### src/bsfr_pkg.sv
// Shared types and constants for the byte stream find-and-replace block.
`timescale 1ns / 1ps

package bsfr_pkg;

  // Field and register widths
  localparam int ByteW    = 8;
  localparam int LenW     = 4;
  localparam int DataW    = 64;
  localparam int CfgIdxW  = 4;
  localparam int WinMax   = 8;
  localparam int JobDepth = 8;

  // Configuration register indexes
  localparam logic [CfgIdxW-1:0] RegPatBytes  = 4'd0;
  localparam logic [CfgIdxW-1:0] RegPatLen    = 4'd1;
  localparam logic [CfgIdxW-1:0] RegReplBytes = 4'd2;
  localparam logic [CfgIdxW-1:0] RegReplLen   = 4'd3;

  // Next-value select for one window cell
  typedef enum logic [1:0] {
    CellHold     = 2'd0,
    CellShift1   = 2'd1,
    CellShiftLen = 2'd2
  } cell_op_e;

  // Control broadcast to every window cell
  typedef struct packed {
    logic            en;
    cell_op_e        op;
    logic [LenW-1:0] fill;
  } cell_ctl_t;

  // Results caused by one item, waiting to be drained
  typedef struct packed {
    logic [LenW-1:0]                cnt;
    logic                           mark;
    logic                           last;
    logic [JobDepth-1:0][ByteW-1:0] bytes;
  } job_t;

endpackage

### src/bsfr_win_cell.sv
// One window cell: holds a pending byte and compares it with its pattern byte.
`timescale 1ns / 1ps

module bsfr_win_cell #(
  parameter int Index = 0
) (
  input  logic                       clk_i,
  input  logic [bsfr_pkg::ByteW-1:0] in_byte_i,
  input  logic [bsfr_pkg::ByteW-1:0] pat_byte_i,
  input  bsfr_pkg::cell_ctl_t        ctl_i,
  input  logic [bsfr_pkg::ByteW-1:0] next_i,
  input  logic [bsfr_pkg::ByteW-1:0] far_i,
  output logic [bsfr_pkg::ByteW-1:0] ext_o,
  output logic                       eq_o
);

  logic [bsfr_pkg::ByteW-1:0] byte_q;
  logic [bsfr_pkg::ByteW-1:0] byte_d;

  // Take the incoming byte when this cell is the append slot
  assign ext_o = (ctl_i.fill == bsfr_pkg::LenW'(Index)) ? in_byte_i : byte_q;
  assign eq_o  = (ext_o == pat_byte_i);

  // Select the next content: own byte, neighbor, or the byte a pattern length on
  always_comb begin
    byte_d = byte_q;
    if (ctl_i.en) begin
      case (ctl_i.op)
        bsfr_pkg::CellHold:     byte_d = ext_o;
        bsfr_pkg::CellShift1:   byte_d = next_i;
        bsfr_pkg::CellShiftLen: byte_d = far_i;
        default:                byte_d = byte_q;
      endcase
    end
  end

  always_ff @(posedge clk_i) begin
    byte_q <= byte_d;
  end

endmodule

### src/bsfr_emit.sv
// Result drain: holds one item's results, sends one per cycle unless stalled.
`timescale 1ns / 1ps

module bsfr_emit (
  input  logic                       clk_i,
  input  logic                       rst_ni,
  input  bsfr_pkg::job_t             job_i,
  input  logic                       load_i,
  output logic                       ready_o,
  output logic                       res_valid_o,
  input  logic                       res_stall_i,
  output logic [bsfr_pkg::ByteW-1:0] out_byte_o,
  output logic                       out_valid_o,
  output logic                       out_last_o
);

  bsfr_pkg::job_t             job_q, job_d;
  logic                       ovld_q, ovld_d;
  logic [bsfr_pkg::ByteW-1:0] obyte_q, obyte_d;
  logic                       oflag_q, oflag_d;
  logic                       olast_q, olast_d;
  logic                       out_free;
  logic                       take;

  assign out_free = !ovld_q || !res_stall_i;
  assign take     = out_free && (job_q.cnt != '0);
  assign ready_o  = (job_q.cnt == '0) ||
                    ((job_q.cnt == bsfr_pkg::LenW'(1)) && out_free);

  // Move the front result into the output register, shift the rest forward
  always_comb begin
    job_d   = job_q;
    ovld_d  = ovld_q;
    obyte_d = obyte_q;
    oflag_d = oflag_q;
    olast_d = olast_q;
    if (out_free) begin
      ovld_d = take;
    end
    if (take) begin
      obyte_d = job_q.mark ? '0 : job_q.bytes[0];
      oflag_d = !job_q.mark;
      olast_d = job_q.last && (job_q.cnt == bsfr_pkg::LenW'(1));
    end
    if (load_i) begin
      job_d = job_i;
    end else if (take) begin
      job_d.cnt = job_q.cnt - bsfr_pkg::LenW'(1);
      for (int k = 0; k < bsfr_pkg::JobDepth - 1; k++) begin
        job_d.bytes[k] = job_q.bytes[k+1];
      end
      job_d.bytes[bsfr_pkg::JobDepth-1] = '0;
    end
  end

  // Control state and pending results
  always_ff @(posedge clk_i or negedge rst_ni) begin
    if (!rst_ni) begin
      job_q  <= '0;
      ovld_q <= 1'b0;
    end else begin
      job_q  <= job_d;
      ovld_q <= ovld_d;
    end
  end

  // Payload
  always_ff @(posedge clk_i) begin
    obyte_q <= obyte_d;
    oflag_q <= oflag_d;
    olast_q <= olast_d;
  end

  assign res_valid_o = ovld_q;
  assign out_byte_o  = obyte_q;
  assign out_valid_o = oflag_q;
  assign out_last_o  = olast_q;

endmodule

### src/byte_stream_find_replace.sv
// Top level of the byte stream find-and-replace block.
`timescale 1ns / 1ps

// Replaces every leftmost, non-overlapping occurrence of the configured pattern
// (1 to 8 bytes) in a byte text with the configured replacement (0 to 8 bytes).
// Pending bytes sit in a row of cells, one byte per cell, each comparing its
// byte with its pattern byte; the row shifts toward the front as bytes leave.
// An item with zero or one result is taken every cycle unless the output
// stalls; one with more holds the input until its last result is taken, as the
// output register drains one result per cycle while not stalled.
// No clearing pass follows reset. Write configuration only while idle.
module byte_stream_find_replace #(
  parameter int MAX_PATTERN = 8
) (
  input  logic                         clk_i,
  input  logic                         rst_ni,
  input  logic                         cfg_valid_i,
  output logic                         cfg_ready_o,
  input  logic [bsfr_pkg::CfgIdxW-1:0] cfg_index_i,
  input  logic [bsfr_pkg::DataW-1:0]   cfg_data_i,
  input  logic                         in_valid_i,
  output logic                         in_stall_o,
  input  logic [bsfr_pkg::ByteW-1:0]   in_byte_i,
  input  logic                         in_last_i,
  output logic                         res_valid_o,
  input  logic                         res_stall_i,
  output logic [bsfr_pkg::ByteW-1:0]   out_byte_o,
  output logic                         out_valid_o,
  output logic                         out_last_o
);

  localparam int WinDepth = (MAX_PATTERN < bsfr_pkg::WinMax) ? MAX_PATTERN
                                                             : bsfr_pkg::WinMax;
  localparam int FillW    = $clog2(WinDepth + 1);

  logic [bsfr_pkg::DataW-1:0] pat_q;
  logic [bsfr_pkg::LenW-1:0]  pat_len_q;
  logic [bsfr_pkg::DataW-1:0] repl_q;
  logic [bsfr_pkg::LenW-1:0]  repl_len_q;
  logic [FillW-1:0]           fill_q, fill_d;

  logic [WinDepth-1:0][bsfr_pkg::ByteW-1:0] ext;
  logic [WinDepth-1:0][bsfr_pkg::ByteW-1:0] nxt;
  logic [WinDepth-1:0][bsfr_pkg::ByteW-1:0] far;
  logic [WinDepth-1:0]                      eq;

  bsfr_pkg::cell_ctl_t       ctl;
  bsfr_pkg::job_t            job;
  logic                      ready;
  logic                      accept;
  logic [bsfr_pkg::LenW-1:0] len;
  logic [bsfr_pkg::LenW-1:0] rlen;
  logic [bsfr_pkg::LenW-1:0] fill_ext;
  logic                      full;
  logic                      all_eq;
  logic                      hit;

  // Configuration registers
  assign cfg_ready_o = 1'b1;

  always_ff @(posedge clk_i or negedge rst_ni) begin
    if (!rst_ni) begin
      pat_q      <= '0;
      pat_len_q  <= bsfr_pkg::LenW'(1);
      repl_q     <= '0;
      repl_len_q <= '0;
    end else if (cfg_valid_i) begin
      case (cfg_index_i)
        bsfr_pkg::RegPatBytes:  pat_q      <= cfg_data_i;
        bsfr_pkg::RegPatLen:    pat_len_q  <= cfg_data_i[bsfr_pkg::LenW-1:0];
        bsfr_pkg::RegReplBytes: repl_q     <= cfg_data_i;
        bsfr_pkg::RegReplLen:   repl_len_q <= cfg_data_i[bsfr_pkg::LenW-1:0];
        default: ;
      endcase
    end
  end

  // Clamp the lengths in use
  always_comb begin
    len = pat_len_q;
    if (len == '0) begin
      len = bsfr_pkg::LenW'(1);
    end
    if (len > bsfr_pkg::LenW'(WinDepth)) begin
      len = bsfr_pkg::LenW'(WinDepth);
    end
    rlen = (repl_len_q > bsfr_pkg::LenW'(8)) ? bsfr_pkg::LenW'(8) : repl_len_q;
  end

  assign accept     = in_valid_i && ready;
  assign in_stall_o = !ready;
  assign fill_ext   = bsfr_pkg::LenW'(fill_q) + bsfr_pkg::LenW'(1);
  assign full       = (fill_ext >= len);

  // Front of the window against the pattern
  always_comb begin
    all_eq = 1'b1;
    for (int i = 0; i < WinDepth; i++) begin
      if (bsfr_pkg::LenW'(i) < len && !eq[i]) begin
        all_eq = 1'b0;
      end
    end
  end

  assign hit = full && all_eq && (!in_last_i || fill_ext == len);

  // Byte a pattern length further on, for the shift after a match
  always_comb begin
    for (int i = 0; i < WinDepth; i++) begin
      far[i] = '0;
      for (int k = 0; k < WinDepth; k++) begin
        if (int'(len) + i == k) begin
          far[i] = ext[k];
        end
      end
    end
  end

  // Window update and fill count
  always_comb begin
    ctl.en   = accept;
    ctl.op   = bsfr_pkg::CellHold;
    ctl.fill = bsfr_pkg::LenW'(fill_q);
    fill_d   = fill_q;
    if (accept) begin
      if (in_last_i) begin
        fill_d = '0;
      end else if (full && all_eq) begin
        ctl.op = bsfr_pkg::CellShiftLen;
        fill_d = FillW'(fill_ext - len);
      end else if (full) begin
        ctl.op = bsfr_pkg::CellShift1;
        fill_d = FillW'(fill_ext - bsfr_pkg::LenW'(1));
      end else begin
        fill_d = FillW'(fill_ext);
      end
    end
  end

  always_ff @(posedge clk_i or negedge rst_ni) begin
    if (!rst_ni) begin
      fill_q <= '0;
    end else begin
      fill_q <= fill_d;
    end
  end

  // Row of window cells
  for (genvar i = 0; i < WinDepth; i++) begin : g_cell
    if (i == WinDepth - 1) begin : g_tail
      assign nxt[i] = '0;
    end else begin : g_body
      assign nxt[i] = ext[i+1];
    end

    bsfr_win_cell #(
      .Index(i)
    ) u_cell (
      .clk_i      (clk_i),
      .in_byte_i  (in_byte_i),
      .pat_byte_i (pat_q[bsfr_pkg::ByteW*i +: bsfr_pkg::ByteW]),
      .ctl_i      (ctl),
      .next_i     (nxt[i]),
      .far_i      (far[i]),
      .ext_o      (ext[i]),
      .eq_o       (eq[i])
    );
  end

  // Results of this item: replacement, flushed window, one byte or none
  always_comb begin
    for (int k = 0; k < bsfr_pkg::JobDepth; k++) begin
      if (hit) begin
        job.bytes[k] = repl_q[bsfr_pkg::ByteW*k +: bsfr_pkg::ByteW];
      end else if (k < WinDepth) begin
        job.bytes[k] = ext[k];
      end else begin
        job.bytes[k] = '0;
      end
    end
    job.last = in_last_i;
    if (hit) begin
      job.cnt = rlen;
    end else if (in_last_i) begin
      job.cnt = fill_ext;
    end else if (full) begin
      job.cnt = bsfr_pkg::LenW'(1);
    end else begin
      job.cnt = '0;
    end
    job.mark = in_last_i && (job.cnt == '0);
    if (job.mark) begin
      job.cnt = bsfr_pkg::LenW'(1);
    end
  end

  bsfr_emit u_emit (
    .clk_i       (clk_i),
    .rst_ni      (rst_ni),
    .job_i       (job),
    .load_i      (accept),
    .ready_o     (ready),
    .res_valid_o (res_valid_o),
    .res_stall_i (res_stall_i),
    .out_byte_o  (out_byte_o),
    .out_valid_o (out_valid_o),
    .out_last_o  (out_last_o)
  );

endmodule
### config.mk
export PLATFORM = sky130hd
export DESIGN_NAME = byte_stream_find_replace
export DESIGN_NICKNAME = d
export VERILOG_FILES = /design/src/bsfr_pkg.sv /design/src/bsfr_win_cell.sv /design/src/bsfr_emit.sv /design/src/byte_stream_find_replace.sv
export SDC_FILE = /design/constraint.sdc
export NUM_CORES = 1
export LEC_CHECK = 0
export BUFFER_PORTS_ARGS = -buffer_cell sky130_fd_sc_hd__buf_2
export CORE_ASPECT_RATIO = 0.7
export CORE_MARGIN = 1
export CORE_UTILIZATION = 35
export DETAILED_ROUTE_END_ITERATION = 16
export PLACE_DENSITY = 0.61
export SYNTH_ARGS = -nofsm -noshare
export SYNTH_HDL_FRONTEND = slang
export SYNTH_HIERARCHICAL = 1
export SYNTH_SLANG_ARGS = --single-unit
### constraint.sdc
create_clock -name clk_i -period 6.6 [get_ports clk_i]
set_input_delay 0.33 -clock clk_i [delete_from_list [all_inputs] [get_ports clk_i]]
set_output_delay 0.33 -clock clk_i [all_outputs]
set_load 0.05 [all_outputs]
# == Word level (Yosys, flattened, before mapping) ==
# Index checks and enable logic that the tools add are counted.
# totals
wordCells,295
register_bits,285
in_bits,82
out_inout_bits,13
# classes
n_mux,114
n_reduce_logical,53
n_addsub,11
n_eq_ne,78
magnitude_cmp,11
# ops
cell,count
== test 32 x 4 -> 1 bit (second input constant),21
2-to-1 mux 8 bit,80
== test 32 x 3 -> 1 bit (second input constant),14
zero test 32 bit,8
== test 32 x 2 -> 1 bit (second input constant),7
case mux 8 bit (3 select lines),8
2-to-1 mux 64 bit,2
== test 8 bit,8
2-to-1 mux 4 bit,11
== test 5 x 3 -> 1 bit (second input constant),7
== test 4 x 3 -> 1 bit (second input constant),6
adder 4 x 3 -> 5 bit (second input constant),4
== test 4 x 2 -> 1 bit (second input constant),5
zero test 4 bit,5
== test 4 bit (second input constant),4
less-than comparator 3 x 4 -> 1 bit (first input constant),4
logical AND 1 bit,15
zero test 1 bit,13
== test 4 x 1 -> 1 bit (second input constant),3
adder 4 x 2 -> 5 bit (second input constant),2
2-to-1 mux 1 bit,10
AND reduction 2 bit,5
greater-than comparator 4 bit (second input constant),2
less-than comparator 1 x 4 -> 1 bit (first input constant),2
other kinds (15),21

# == Logic depth before layout (Yosys ltp) ==
# depth
word_depth,21
depth_mapped,20
mapped_depth_nobuf,14

# == By module ==
# Netlist, hierarchy kept.
# modules_own_cells
mod,seq_area_each_um2,cells_per_inst,area_per_inst_um2,instances
byte_stream_find_replace,3504.6,1029,10143.5,1
bsfr_emit,2077.0,360,3763.6,1
bsfr_win_cell (g_cell[1].u_cell ...),240.2,73,730.7,3
bsfr_win_cell (g_cell[5].u_cell ...),240.2,73,719.4,2
bsfr_win_cell (g_cell[0].u_cell),240.2,84,753.2,1
bsfr_win_cell (g_cell[7].u_cell),240.2,72,738.2,1
bsfr_win_cell (g_cell[3].u_cell),240.2,72,726.9,1

# == Worst setup path before layout ==
# No wires, ideal clock.
# synth_path
path_type,reg-to-reg
startpoint,register pat_len_q[1] (netlist bit)
endpoint,register g_cell[0].u_cell/byte_q[1] (netlist bit) (data pin)
setup_time_ps,269
t_arrival_ps,4439
t_required_ps,6331
period_less_slack_ps,4708
n_path_buf,6
slack_ps,1892
stages_incl_launch_ff,20
path_cell_list,dfrtp_1 buf_2 buf_2 buf_2 buf_2 buf_2 nor2_1 nor2_1 nor2_1 ha_1 fa_1 nand2b_1 o2bb2ai_1 nand2_1 nand2_1 nor2_1 inv_1 ha_1 clkbuf_1 o21ai_0
# synth_rtl
item,line_no,rtl
from (decl),byte_stream_find_replace.sv:37,logic [bsfr_pkg::LenW-1:0] pat_len_q;
from (signal assigned),byte_stream_find_replace.sv:64,pat_len_q <= bsfr_pkg::LenW'(1);
from (signal assigned),byte_stream_find_replace.sv:70,bsfr_pkg::RegPatLen: pat_len_q <= cfg_data_i[bsfr_pkg::LenW-1:0];
to (signal assigned),bsfr_win_cell.sv:38,byte_q <= byte_d;
to (decl),bsfr_win_cell.sv:17,logic [bsfr_pkg::ByteW-1:0] byte_q;

==> impl_metrics.tcl <==
set metrics [dict create \
    port-buffer-count 93 \
    grt_pass1_wl_mm 122.2 \
    vdd_drop_max_mv 0.2311 \
    synth_cells 1982 \
    hold_path_class "in2reg" \
    die_y_microns 200.8 \
    reg2reg_from "fill_q[0]" \
    r2r_slack_ps 1020 \
    max_slew_margin_pct 15.79 \
    n_fill_cell 5469 \
    ys_seq_elements 285 \
    worstPathRequired_ps 6840 \
    synth-edff-count 74 \
    period_minus_slack_ps 5577 \
    synth_top_area_share_pct 26.60 \
    fin_area_sq_mm 0.02240 \
    overflow 0 \
    worstSkewPairLatency_ps 620 \
    r2r_end "g_cell[3].u_cell/byte_q[1]" \
    core-area_sq_mm 0.05549 \
    track_usage_pct 28.73 \
    path_clk_slew_ps 80 \
    via_per_inst 6.510 \
    drc 0 \
    crit_fanout 24 \
    layout_common_cells "mux2_2 (250), dfrtp_1 (209), o21ai_0 (159)" \
    syn_area_sq_mm 0.01976 \
    htree_num_levels 1 \
    synth_area_leaders "dfrtp_1 (27%), mux2_2 (14%), edfxtp_1 (11%)" \
    synth.largest_area_cell "dfrtp_1" \
    rsz0062_at_grt "no" \
    initial_core_util_pct 35.60 \
    ys_seq_area_share_pct 37.98 \
    grt_max_degree 128 \
    cellLeakagePower_uw 0.008761 \
    cts_inserted_buffers 30 \
    synthArstFlopShare_pct 74.04 \
    syn_to_final_growth_pct 13.39 \
    drive_above_1_share_pct 23.66 \
    dieWidth_microns 286.0 \
    initialDrtViolationCount 2741 \
    slew_violations 0 \
    path_class "reg2reg" \
    fmax_mhz 179.3 \
    avgSynthCellArea_sq_um 9.968 \
    outcome "complete, no violations" \
    critPathArrivalTime_ps 5810 \
    mostFrequentLayoutCell "mux2_2" \
    grt_pass1_vias 17592 \
    ys.warnings.count 6 \
    gp_congestion 1.039 \
    yosysUniqueCellTypes 81 \
    synthFlopType "dfrtp_1" \
    rr_worst_depth 10 \
    setup_viol 0 \
    powerDensity_mw_per_mm2 432.9 \
    hold_viol_final 0 \
    setup_tns_ps 0 \
    antenna_left 0 \
    clk_path_buf_depth 3 \
    num_vias 18307 \
    cp-end-kind "flip-flop" \
    post_dp_cell_area_sq_mm 0.02072 \
    fin_crit_sh_pct 84.49 \
    cp-startpoint "fill_q[0]" \
    drv_cap 0 \
    final_net_count 2169 \
    start_kind "flip-flop" \
    critPathCapture "g_cell[3].u_cell/byte_q[1]" \
    routed_wl_mm 84.42 \
    clock-sinks 285 \
    wl_per_cell_microns 30.02 \
    rows 72 \
    fp.dieArea_sq_mm 0.05742 \
    cts-root-buf "clkbuf_16" \
    cts_tree "done" \
    ios 95 \
    grt_antenna_before_repair 2 \
    first_pass_iters 6 \
    worstMarginPinSlew_ps 1252 \
    dp_hpwl_mm 58.83 \
    finClkSkew_ps 22.01 \
]
[power by group]
part           leakage (uW)  total, uW  switching [uW]  internal [uW]
clock              0.000526       1820             800           1020
combinational       0.00495       4940            3250           1680
sequential          0.00328       2940             492           2450
[state kept, by name, indices dropped and copies added (netlist names)]
name,flops
fill_q,4
g_cell.u_cell/byte_q,64
pat_len_q,4
pat_q,64
repl_len_q,4
repl_q,64
u_emit/job_q,70
u_emit/out_byte_o,8
u_emit/out_last_o,1
u_emit/out_valid_o,1
u_emit/res_valid_o,1
[cell type report]
type	instances	area, sq um	share of cell area (%)
multi-input cells	1459	11210	50.03
flip-flops and latches	285	7505	33.50
repair buffers	196	1414	6.311
well taps	740	925.9	4.133
clock buffers	38	905.9	4.044
inverters	75	281.5	1.257
clock inverters	18	158.9	0.7093
diodes	1	2.502	0.01117
[metal layers]
layer	track usage (%)	wire, microns	vias up
met2	37.44	32290	1230
met1	43.83	37940	9176
met3	9.534	11440	209
met4	8.461	2739	2
li1	-	-	7690
met5	0	13	-
[cells in the mapped netlist, types with 18 or more instances]
library cell and instances:
buf_6 18, o21ai_0 159, nand2_1 136, mux2_2 250, a221oi_1 51, xor2_1 69
a221o_1 25, nor4_1 23, clkbuf_1 91, dfrtp_1 210, mux2i_1 42, inv_1 73
ha_1 39, nor2_1 61, buf_2 27, nor2b_1 22, a21oi_1 55, nand3_1 25
xnor2_1 25, a22oi_1 115, edfxtp_1 74, buf_1 31, a31oi_1 68, nor3_1 18
a2bb2oi_1 58
[metrics by stage]
step	setup WS [ps]	hold WS, ps	total power (uW)	utilization [%]	cells
finish	1023	40.54	9698	40.37	2812
global route	768.0	21.96	10080	40.36	2811
CTS	1235	1.299	9522	40.36	2811
detailed placement	1237	375.0	7640	37.34	2694
global placement	1447	367.4	7587	37.34	2694
floorplan	1892	34.41	5967	-	1989
[critical path: stages, from the launching register on]
cell and delay [ps]:
dfrtp_1 920, and4bb_1 740, mux2i_1 250, a222oi_1 870
o21ai_0 210, o31a_1 320, a211oi_1 650, nor2_2 70
buf_4 280, ha_1 260, nor2b_1 560
[cell families (layout without fill, tap and decap cells)]
kind of cell,after synthesis,after routing,share of synthesized area [%]
and+or+nand+nor,369,369,10.23
xor gates and xnor gates,94,94,4.167
buffers and inverters,245,327,5.567
other,2,10,0.03801
DFF,285,285,37.98
muxes,297,297,16.66
adders and majority gates,40,40,2.571
AOI/OAI and AO/OA,650,650,22.79
[worst min path at each step]
stage | endpoint | slack (ps) | cells after the start | startpoint
6_report | pat_q[17] | 40 | 2 | cfg_data_i[17]
5_1_grt | pat_q[17] | 20 | 2 | cfg_data_i[17]
4_1_cts | pat_q[17] | 1 | 2 | cfg_data_i[17]
3_5_place_dp | u_emit/res_valid_o | 370 | 1 | rst_ni
3_3_place_gp | u_emit/res_valid_o | 370 | 1 | rst_ni
2_1_floorplan | fill_q[0] | 30 | 0 | rst_ni
[timing repair]
| action | CTS | global route |
|---|---|---|
| resized for setup | 0 | 0 |
| setup buffers | 0 | 0 |
| hold endpoints to repair | 202 | 0 |
| hold buffers | 61 | 0 |
Note: power is estimated with default switching activity, not from simulation.
